File: src/rtl/rbd_pkg.sv
// Shared types, codes and constant tables for the rotary encoder and button decoder.
package rbd_pkg;

  // Field and register widths
  localparam int ACTION_W    = 2;
  localparam int EVENT_W     = 3;
  localparam int STEP_W      = 15;
  localparam int PERIOD_W    = 7;
  localparam int COUNT_W     = 16;
  localparam int SPEED_W     = 5;
  localparam int CFG_INDEX_W = 1;
  localparam int CFG_DATA_W  = 16;
  localparam int ELAPSED_W   = COUNT_W + PERIOD_W;

  // Step table
  localparam int STEP_TABLE_DEPTH_DEF = 30;
  localparam int STEP_IDX_W           = 5;

  // Speed computation: floor(DIV_NUM / elapsed), clamped to 1..SPEED_MAX
  localparam int DIV_NUM_W = 10;
  localparam logic [DIV_NUM_W-1:0] DIV_NUM = 10'd1000;
  localparam logic [SPEED_W-1:0] SPEED_MAX = 5'd30;
  localparam logic [SPEED_W-1:0] SPEED_MIN = 5'd1;

  // Detent patterns of the transition history
  localparam logic [7:0] HIST_CW  = 8'h2b;
  localparam logic [7:0] HIST_CCW = 8'h17;

  // Bit i is set when transition code i is a legal quadrature move
  localparam logic [15:0] VALID_MOVE = 16'b0110_1001_1001_0110;

  localparam logic [COUNT_W-1:0] COUNT_MAX = '1;

  // Register indexes
  localparam logic [CFG_INDEX_W-1:0] CFG_TICK_PERIOD = 1'b0;
  localparam logic [CFG_INDEX_W-1:0] CFG_LONG_PRESS  = 1'b1;

  localparam logic [PERIOD_W-1:0] TICK_PERIOD_RST = 7'd5;
  localparam logic [COUNT_W-1:0]  LONG_PRESS_RST  = 16'd100;

  // Event codes
  localparam logic [EVENT_W-1:0] EV_NONE      = 3'd0;
  localparam logic [EVENT_W-1:0] EV_CW        = 3'd1;
  localparam logic [EVENT_W-1:0] EV_CCW       = 3'd2;
  localparam logic [EVENT_W-1:0] EV_OK        = 3'd3;
  localparam logic [EVENT_W-1:0] EV_OK_LONG   = 3'd4;
  localparam logic [EVENT_W-1:0] EV_BACK      = 3'd5;
  localparam logic [EVENT_W-1:0] EV_BACK_LONG = 3'd6;

  typedef enum logic [ACTION_W-1:0] {
    ACT_TICK = 2'd0,
    ACT_READ = 2'd1,
    ACT_SET  = 2'd2,
    ACT_NOP  = 2'd3
  } action_t;

  typedef enum logic [1:0] {
    ST_IDLE,
    ST_LOAD,
    ST_DIV
  } state_t;

  // Acceleration step table
  function automatic logic [STEP_W-1:0] step_rom(input logic [STEP_IDX_W-1:0] idx);
    logic [STEP_W-1:0] v;
    case (idx)
      5'd0:    v = 15'd1;
      5'd1:    v = 15'd1;
      5'd2:    v = 15'd2;
      5'd3:    v = 15'd3;
      5'd4:    v = 15'd4;
      5'd5:    v = 15'd6;
      5'd6:    v = 15'd8;
      5'd7:    v = 15'd11;
      5'd8:    v = 15'd16;
      5'd9:    v = 15'd23;
      5'd10:   v = 15'd32;
      5'd11:   v = 15'd45;
      5'd12:   v = 15'd64;
      5'd13:   v = 15'd91;
      5'd14:   v = 15'd128;
      5'd15:   v = 15'd181;
      5'd16:   v = 15'd256;
      5'd17:   v = 15'd362;
      5'd18:   v = 15'd512;
      5'd19:   v = 15'd724;
      5'd20:   v = 15'd1024;
      5'd21:   v = 15'd1448;
      5'd22:   v = 15'd2048;
      5'd23:   v = 15'd2896;
      5'd24:   v = 15'd4096;
      5'd25:   v = 15'd5793;
      5'd26:   v = 15'd8192;
      5'd27:   v = 15'd11585;
      5'd28:   v = 15'd16384;
      default: v = 15'd23170;
    endcase
    return v;
  endfunction

  function automatic logic [COUNT_W-1:0] sat_inc(input logic [COUNT_W-1:0] v);
    return (v == COUNT_MAX) ? v : v + 1'b1;
  endfunction

endpackage

File: src/rtl/encoder_and_button_event_decoder.sv
// A read beat's result is loaded into the output register as the beat is accepted.
// Throughput: one beat per cycle for reads, sets and ordinary ticks, while no read is
// held back by an unclaimed result; a tick that completes a detent with nonzero elapsed
// time stalls the input while the 10-step serial divider computes the speed, plus load.
// Reset: synchronous, active high; clears all tracking state, sets speed to 1
// and restores tick_period_ms to 5 and long_press_ticks to 100.
module encoder_and_button_event_decoder import rbd_pkg::*; #(
  parameter int STEP_TABLE_DEPTH = STEP_TABLE_DEPTH_DEF
) (
  input  logic                   clk,
  input  logic                   rst,
  input  logic                   item_valid,
  output logic                   item_stall,
  input  logic [ACTION_W-1:0]    action,
  input  logic                   rotary_a,
  input  logic                   rotary_b,
  input  logic                   ok_pin,
  input  logic                   back_pin,
  input  logic [EVENT_W-1:0]     set_code,
  output logic                   result_valid,
  input  logic                   result_stall,
  output logic [EVENT_W-1:0]     event_code,
  output logic [STEP_W-1:0]      step_size,
  input  logic                   cfg_we,
  input  logic [CFG_INDEX_W-1:0] cfg_index,
  input  logic [CFG_DATA_W-1:0]  cfg_data
);

  localparam logic [STEP_IDX_W-1:0] STEP_IDX_MAX = STEP_IDX_W'(STEP_TABLE_DEPTH - 1);

  state_t state, state_next;

  logic [PERIOD_W-1:0]  tick_period_ms;
  logic [COUNT_W-1:0]   long_press_ticks;
  logic [3:0]           transition_code;
  logic [7:0]           transition_history;
  logic [COUNT_W-1:0]   ticks_since_detent;
  logic [SPEED_W-1:0]   speed_level;
  logic [EVENT_W-1:0]   pending_event;
  logic [1:0]           button_now;
  logic [1:0]           button_last;
  logic [1:0]           press_armed;
  logic [COUNT_W-1:0]   hold_ticks [2];
  logic [ELAPSED_W-1:0] elapsed;

  // Tick next values
  logic [3:0]           transition_code_next;
  logic [7:0]           transition_history_next;
  logic [COUNT_W-1:0]   ticks_inc;
  logic [ELAPSED_W-1:0] elapsed_next;
  logic                 move_ok;
  logic                 detent;
  logic [EVENT_W-1:0]   tick_event;
  logic [1:0]           button_now_next;
  logic [1:0]           press_armed_next;
  logic [COUNT_W-1:0]   hold_ticks_next [2];

  logic                 accept;
  logic                 read_blocked;
  logic                 start_div;
  logic                 div_done;
  logic [DIV_NUM_W-1:0] quotient;
  logic [SPEED_W-1:0]   speed_div;
  logic [STEP_IDX_W-1:0] step_idx;

  assign accept = item_valid && !item_stall;

  // Hold reads while an unclaimed result sits in the output register
  assign read_blocked = result_valid && result_stall && (action == ACT_READ);

  // Encoder and button tracking for one sample tick
  always_comb begin
    transition_code_next    = {transition_code[1:0], rotary_a, rotary_b};
    move_ok                 = VALID_MOVE[transition_code_next];
    transition_history_next = move_ok ? {transition_history[3:0], transition_code_next}
                                      : transition_history;
    ticks_inc    = sat_inc(ticks_since_detent);
    elapsed_next = ELAPSED_W'(ticks_inc) * ELAPSED_W'(tick_period_ms);
    detent       = move_ok && ((transition_history_next == HIST_CW) ||
                               (transition_history_next == HIST_CCW));
    tick_event   = pending_event;
    if (move_ok && (transition_history_next == HIST_CW)) tick_event = EV_CW;
    if (move_ok && (transition_history_next == HIST_CCW)) tick_event = EV_CCW;

    button_now_next  = ~{back_pin, ok_pin};
    press_armed_next = press_armed;
    for (int i = 0; i < 2; i++) begin
      hold_ticks_next[i] = sat_inc(hold_ticks[i]);
      if (button_now_next[i] && !button_now[i]) begin
        hold_ticks_next[i]  = '0;
        press_armed_next[i] = 1'b1;
      end
    end
    // Long press, OK before back
    for (int i = 0; i < 2; i++) begin
      if (button_now_next[i] && button_now[i] && press_armed_next[i] &&
          (hold_ticks_next[i] >= long_press_ticks)) begin
        tick_event          = (i == 0) ? EV_OK_LONG : EV_BACK_LONG;
        press_armed_next[i] = 1'b0;
      end
    end
    // Short press on release
    for (int i = 0; i < 2; i++) begin
      if (!button_now_next[i] && button_now[i] && press_armed_next[i]) begin
        tick_event          = (i == 0) ? EV_OK : EV_BACK;
        press_armed_next[i] = 1'b0;
      end
    end
  end

  // Sequencer next state
  always_comb begin
    state_next = state;
    case (state)
      ST_IDLE: begin
        if (accept && (action == ACT_TICK) && detent && (elapsed_next != '0)) begin
          state_next = ST_LOAD;
        end
      end
      ST_LOAD: state_next = ST_DIV;
      ST_DIV:  if (div_done) state_next = ST_IDLE;
      default: state_next = ST_IDLE;
    endcase
  end

  // Sequencer outputs
  always_comb begin
    start_div  = 1'b0;
    item_stall = 1'b1;
    case (state)
      ST_IDLE: item_stall = read_blocked;
      ST_LOAD: start_div  = 1'b1;
      ST_DIV:  item_stall = 1'b1;
      default: item_stall = 1'b1;
    endcase
  end

  always_ff @(posedge clk) begin
    if (rst) state <= ST_IDLE;
    else     state <= state_next;
  end

  rbd_div u_div (
    .clk      (clk),
    .rst      (rst),
    .start    (start_div),
    .divisor  (elapsed),
    .done     (div_done),
    .quotient (quotient)
  );

  // Clamp the quotient into the speed range
  assign speed_div = (quotient == '0) ? SPEED_MIN :
                     (quotient > DIV_NUM_W'(SPEED_MAX)) ? SPEED_MAX :
                     quotient[SPEED_W-1:0];

  // Configuration registers
  always_ff @(posedge clk) begin
    if (rst) begin
      tick_period_ms   <= TICK_PERIOD_RST;
      long_press_ticks <= LONG_PRESS_RST;
    end else if (cfg_we) begin
      case (cfg_index)
        CFG_TICK_PERIOD: tick_period_ms   <= cfg_data[PERIOD_W-1:0];
        CFG_LONG_PRESS:  long_press_ticks <= cfg_data[COUNT_W-1:0];
        default: ;
      endcase
    end
  end

  // Tracking state and pending event
  always_ff @(posedge clk) begin
    if (rst) begin
      transition_code    <= '0;
      transition_history <= '0;
      ticks_since_detent <= '0;
      speed_level        <= SPEED_MIN;
      pending_event      <= EV_NONE;
      button_now         <= '0;
      button_last        <= '0;
      press_armed        <= '0;
      hold_ticks[0]      <= '0;
      hold_ticks[1]      <= '0;
    end else begin
      if (div_done) speed_level <= speed_div;
      if (accept) begin
        case (action)
          ACT_TICK: begin
            transition_code    <= transition_code_next;
            transition_history <= transition_history_next;
            ticks_since_detent <= detent ? '0 : ticks_inc;
            if (detent && (elapsed_next == '0)) speed_level <= SPEED_MAX;
            pending_event      <= tick_event;
            button_last        <= button_now;
            button_now         <= button_now_next;
            press_armed        <= press_armed_next;
            hold_ticks[0]      <= hold_ticks_next[0];
            hold_ticks[1]      <= hold_ticks_next[1];
          end
          ACT_READ: pending_event <= EV_NONE;
          ACT_SET:  if (set_code <= EV_BACK_LONG) pending_event <= set_code;
          default: ;
        endcase
      end
    end
  end

  // Capture the elapsed time for the divider
  always_ff @(posedge clk) begin
    if (accept && (action == ACT_TICK) && detent) elapsed <= elapsed_next;
  end

  // Step table index, clamped to the table depth
  assign step_idx = ((speed_level - 1'b1) > STEP_IDX_MAX) ? STEP_IDX_MAX
                                                          : STEP_IDX_W'(speed_level - 1'b1);

  // Output register: load on a read beat, drop once taken
  always_ff @(posedge clk) begin
    if (rst) begin
      result_valid <= 1'b0;
    end else if (accept && (action == ACT_READ)) begin
      result_valid <= 1'b1;
    end else if (!result_stall) begin
      result_valid <= 1'b0;
    end
  end

  always_ff @(posedge clk) begin
    if (accept && (action == ACT_READ)) begin
      event_code <= pending_event;
      step_size  <= step_rom(step_idx);
    end
  end

`ifndef SYNTHESIS
  a_read_gives_result: assert property (@(posedge clk) disable iff (rst)
    accept && (action == ACT_READ) |=> result_valid)
    else $error("read beat did not load a result");

  a_busy_stalls: assert property (@(posedge clk) disable iff (rst)
    (state == ST_LOAD) || (state == ST_DIV) |-> item_stall)
    else $error("input accepted while speed computation runs");

  a_speed_range: assert property (@(posedge clk) disable iff (rst)
    (speed_level >= SPEED_MIN) && (speed_level <= SPEED_MAX))
    else $error("speed level out of range");

  a_done_in_div: assert property (@(posedge clk) disable iff (rst)
    div_done |-> (state == ST_DIV))
    else $error("divider finished outside its state");
`endif

endmodule

File: src/rtl/rbd_div.sv
// Serial restoring divider: one quotient bit of DIV_NUM / divisor per cycle.
module rbd_div import rbd_pkg::*; (
  input  logic                 clk,
  input  logic                 rst,
  input  logic                 start,
  input  logic [ELAPSED_W-1:0] divisor,
  output logic                 done,
  output logic [DIV_NUM_W-1:0] quotient
);

  localparam int CNT_W = $clog2(DIV_NUM_W + 1);

  logic                 busy;
  logic [CNT_W-1:0]     count;
  logic [ELAPSED_W-1:0] dvsr;
  logic [ELAPSED_W-1:0] rem;
  logic [ELAPSED_W:0]   trial;
  logic                 fits;

  // Shift the next numerator bit into the partial remainder and compare
  assign trial = {rem, quotient[DIV_NUM_W-1]};
  assign fits  = trial >= {1'b0, dvsr};

  // Control: load on start, count down one step per cycle
  always_ff @(posedge clk) begin
    if (rst) begin
      busy  <= 1'b0;
      done  <= 1'b0;
      count <= '0;
    end else begin
      done <= 1'b0;
      if (start) begin
        busy  <= 1'b1;
        count <= CNT_W'(DIV_NUM_W);
      end else if (busy) begin
        count <= count - 1'b1;
        if (count == CNT_W'(1)) begin
          busy <= 1'b0;
          done <= 1'b1;
        end
      end
    end
  end

  // Datapath: numerator shifts out as quotient bits shift in
  always_ff @(posedge clk) begin
    if (start) begin
      dvsr     <= divisor;
      rem      <= '0;
      quotient <= DIV_NUM;
    end else if (busy) begin
      rem      <= fits ? ELAPSED_W'(trial - {1'b0, dvsr}) : trial[ELAPSED_W-1:0];
      quotient <= {quotient[DIV_NUM_W-2:0], fits};
    end
  end

endmodule

File: config.mk
export PLATFORM = sky130hd
export DESIGN_NAME = encoder_and_button_event_decoder
export DESIGN_NICKNAME = d
export VERILOG_FILES = /design/src/rtl/rbd_pkg.sv /design/src/rtl/encoder_and_button_event_decoder.sv /design/src/rtl/rbd_div.sv
export SDC_FILE = /design/constraint.sdc
export NUM_CORES = 1
export LEC_CHECK = 0
export BUFFER_PORTS_ARGS = -buffer_cell sky130_fd_sc_hd__buf_2
export CAP_MARGIN = 20
export CELL_PAD_IN_SITES_DETAIL_PLACEMENT = 1
export CELL_PAD_IN_SITES_GLOBAL_PLACEMENT = 1
export CORE_MARGIN = 1
export CORE_UTILIZATION = 45
export CTS_CLUSTER_SIZE = 14
export DETAILED_ROUTE_END_ITERATION = 10
export GPL_ROUTABILITY_DRIVEN = 1
export PLACE_DENSITY = 0.78
export SETUP_SLACK_MARGIN = 0.02
export SYNTH_ARGS = -nofsm -noshare
export SYNTH_HDL_FRONTEND = slang
export SYNTH_SLANG_ARGS = --single-unit
File: constraint.sdc
create_clock -name clk -period 7.1 [get_ports clk]
set_input_delay 0.71 -clock clk [delete_from_list [all_inputs] [get_ports clk]]
set_output_delay 0.71 -clock clk [all_outputs]
set_load 0.02 [all_outputs]
==> impl_metrics.json <==
{
  "status": "finished clean",
  "diodes": 0,
  "cts-buffers-inserted": 17,
  "die_area_sq_mm": 0.0330,
  "place_ws_ns": -0.164,
  "hpwlAfterDp_microns": 27600,
  "instances_no_fill": 2052,
  "met1_length_microns": 16900,
  "power_per_cell_area_mw_per_mm2": 169,
  "dp_cells": 2017,
  "track_usage_pct": 23.3,
  "drt_iter0_markers": 642,
  "yosysTopAreaCell": "edfxtp_1",
  "core_area_sq_mm": 0.0316,
  "cts_sinks": 195,
  "yosysWarnings": 0,
  "slowest_delay_ns": 0.60,
  "grt_pass1_wl_microns": 62200,
  "finalPower_mw": 2.70,
  "synth_simple_gate_area_share_pct": 21.3,
  "start_util_pct": 45.9,
  "cts_max_path_buffers": 2,
  "drc": 0,
  "ff2ff_path_depth": 23,
  "max_freq_ghz": 0.148,
  "netlist.area_leader.share_pct": 19.9,
  "synth_area_leaders": "edfxtp_1 20%, dfxtp_1 14%, fa_1 9.7%",
  "fin_crit_sh_pct": 95.2,
  "die_x_microns": 182,
  "critPathBufInv": 2,
  "nets": 1844,
  "routed_wirelength_microns": 37000,
  "synth-async-reset-ratio_pct": 0,
  "cts.htree.levels": 4,
  "wl_per_cell_microns": 18.0,
  "synth-seq-area-share_pct": 33.5,
  "setup.worst_path.start_class": "flop",
  "met3WireLength_microns": 1050,
  "cp_max_fo": 9,
  "setup_violations": 0,
  "fin_crit_ns": 6.76,
  "cap_violations": 0,
  "grt_antenna_before_repair": 0,
  "crit_type": "reg -> reg",
  "crit_family": "simple AND/OR/NAND/NOR gates",
  "clkSlewWorstSetupHoldPaths_ns": 0.09,
  "grt_pass1_vias": 12496,
  "drive_above_1_share_pct": 9.82,
  "hold_viol_final": 0,
  "synth_edf_count": 96,
  "synth-compound-area-share_pct": 15.0,
  "viasPerCell": 5.71,
  "r2r-start": "ticks_since_detent[6]",
  "cp.depth": 23,
  "met2_length_microns": 18500,
  "placed_cell_area_sq_mm": 0.0152,
  "slowest_stage": "fa_1",
  "worst_slew_pin_slew_ns": 0.934,
  "synth_top_family_by_area": "simple AND/OR/NAND/NOR gates",
  "ys_ff_latch": 195,
  "syn_inst": 1599,
  "cts_tree": "built",
  "clock_latency_ns": 0.47,
  "row_count": 65,
  "fin_util_pct": 50.6,
  "skew_ns": 0.0180,
  "peakVddDrop_mv": 0.176,
  "r2r_end": "speed_level[0]",
  "syn_area_per_cell_sq_um": 9.08,
  "cts_hold_buf": 0,
  "critPathRequiredTime_ns": 7.45,
  "cts-root-buf": "clkbuf_16",
  "syn2layout_area_growth_pct": 10.3,
  "final_cell_mix": "153 x nand2_1, 135 x nor2_1, 130 x inv_1",
  "grt_start_max_net_pins": 67,
  "final_common_cell": "nand2_1",
  "worst_slack_ns": 0.337,
  "ant_nets": 0,
  "fillers": 3654,
  "synth_nets": 1806,
  "portBuffers": 50,
  "drtPass1Iterations": 5,
  "endpoint": "speed_level[0]",
  "fin_area_sq_mm": 0.0160,
  "synthMuxAreaShare_pct": 2.11,
  "place.gp.congestion": 0.839,
  "io_pins": 51,
  "cp-end-kind": "flop",
  "setup.worst_path.start": "ticks_since_detent[6]",
  "relSlewSlack_pct": 37.7,
  "synthAdderAreaFrac_pct": 18.8,
  "synth_area_sq_mm": 0.0145,
  "grt_overflow": 0,
  "cpMostUsedCell": "fa_1",
  "synth_ff_type": "dfxtp_1",
  "top_layer": "met4",
  "power_leakage_nw": 6.73,
  "vias": 11723,
  "slew_violations": 0,
  "die_y_microns": 182,
  "synth_xor_area_share_pct": 4.41,
  "ys_types": 81,
  "worst-r2r-setup-slack_ns": 0.34,
  "cp.arrival_ns": 7.11,
  "hp-class": "reg -> reg",
  "crit_chain": "nand4_4, or2_2, or3_1, or2_4, nand2b_4, nor2_1, xnor2_1, buf_4, nand2b_1, fa_1, fa_1, fa_1, inv_1, fa_1, ha_4, a211oi_1, o211ai_1, nand2_1, xnor2_1, or4_4, nor4_4, nand4_4, o31a_1"
}
[cell families after synthesis]
family          count (synthesis)
compound gates                332
xor+xnor                       73
fa+ha+maj                     176
buf+inv                       186
flops                         195
mux                            30
simple gates                  607
[how the worst min path moves through the flow]
stage                     start              to  slack [ns]  depth (start not counted)
floorplan            elapsed[0]   u_div.dvsr[0]        0.40                          0
global placement    elapsed[15]  u_div.dvsr[15]        0.40                          0
detailed placement  elapsed[13]  u_div.dvsr[13]        0.41                          0
CTS                 elapsed[13]  u_div.dvsr[13]        0.43                          0
global route        elapsed[13]  u_div.dvsr[13]        0.43                          0
finish              elapsed[10]  u_div.dvsr[10]        0.42                          0
[flip-flops by register name, summed over array words and instances (netlist names)]
register	flops
u_div.done	1
event_code	3
u_div.quotient	10
pending_event	3
speed_level	5
transition_history	4
result_valid	1
u_div.count	4
ticks_since_detent	16
hold_ticks	32
tick_period_ms	7
elapsed	23
long_press_ticks	16
step_size	15
u_div.dvsr	23
button_now	2
u_div.busy	1
transition_code	2
press_armed	2
state	2
u_div.rem	23
[report_power, final]
group | internal [mW] | leakage, nW | switching (mW) | total, mW
clock network | 0.485 | 0.302 | 0.518 | 1.00
logic | 0.176 | 4.68 | 0.253 | 0.430
registers | 1.22 | 1.75 | 0.0482 | 1.27
total | 1.88 | 6.73 | 0.819 | 2.70
[per-stage QoR]
step	TNS [ns]	hold slack [ns]
finish	0	0.420
global route	-0.0239	0.430
CTS	0	0.427
detailed placement	-0.643	0.406
global placement	0	0.400
floorplan	0	0.400
[what timing repair did]
| item | in CTS | in global routing |
|---|---|---|
| gates resized for setup | 7 | 23 |
| gates cloned | 0 | 0 |
| pin swaps | 2 | 5 |
| buffers inserted | 0 | 1 |
| setup endpoints to repair | 6 | 7 |
[synth_stat cells, drive strengths merged, types with 8 or more instances]
cell	number
o21a	12
xor2	34
a21oi	98
o21ai	58
nor4	8
a31oi	14
o211ai	10
nand3	47
fa	70
dfxtp	99
nand2	153
mux2i	25
nor2	136
ha	106
or3	10
a22o	8
edfxtp	96
a311oi	8
a21o	31
nor2b	61
and3	8
and2	46
nand2b	38
o22ai	10
nor3	48
nand4	21
xnor2	39
clkbuf	49
o31ai	8
inv	130
a211oi	21
[per-layer routing]
| metal | vias up | global-route usage [%] |
|---|---|---|
| li1 | 5686 | - |
| met5 | - | 0 |
| met3 | 38 | 3.19 |
| met1 | 5823 | 29.7 |
| met2 | 176 | 41.6 |
| met4 | 0 | 5.66 |
[final cells by class]
class	instances	area [sq um]	share of cell area [%]
flip-flops and latches	195	4870	30.4
clock buffers	17	425	2.66
multi-input cells	1218	9070	56.7
well taps	402	503	3.14
repair buffers	74	439	2.74
clock inverters	15	201	1.26
inverters	131	492	3.07
Note: power is estimated with default switching activity, not from simulation.
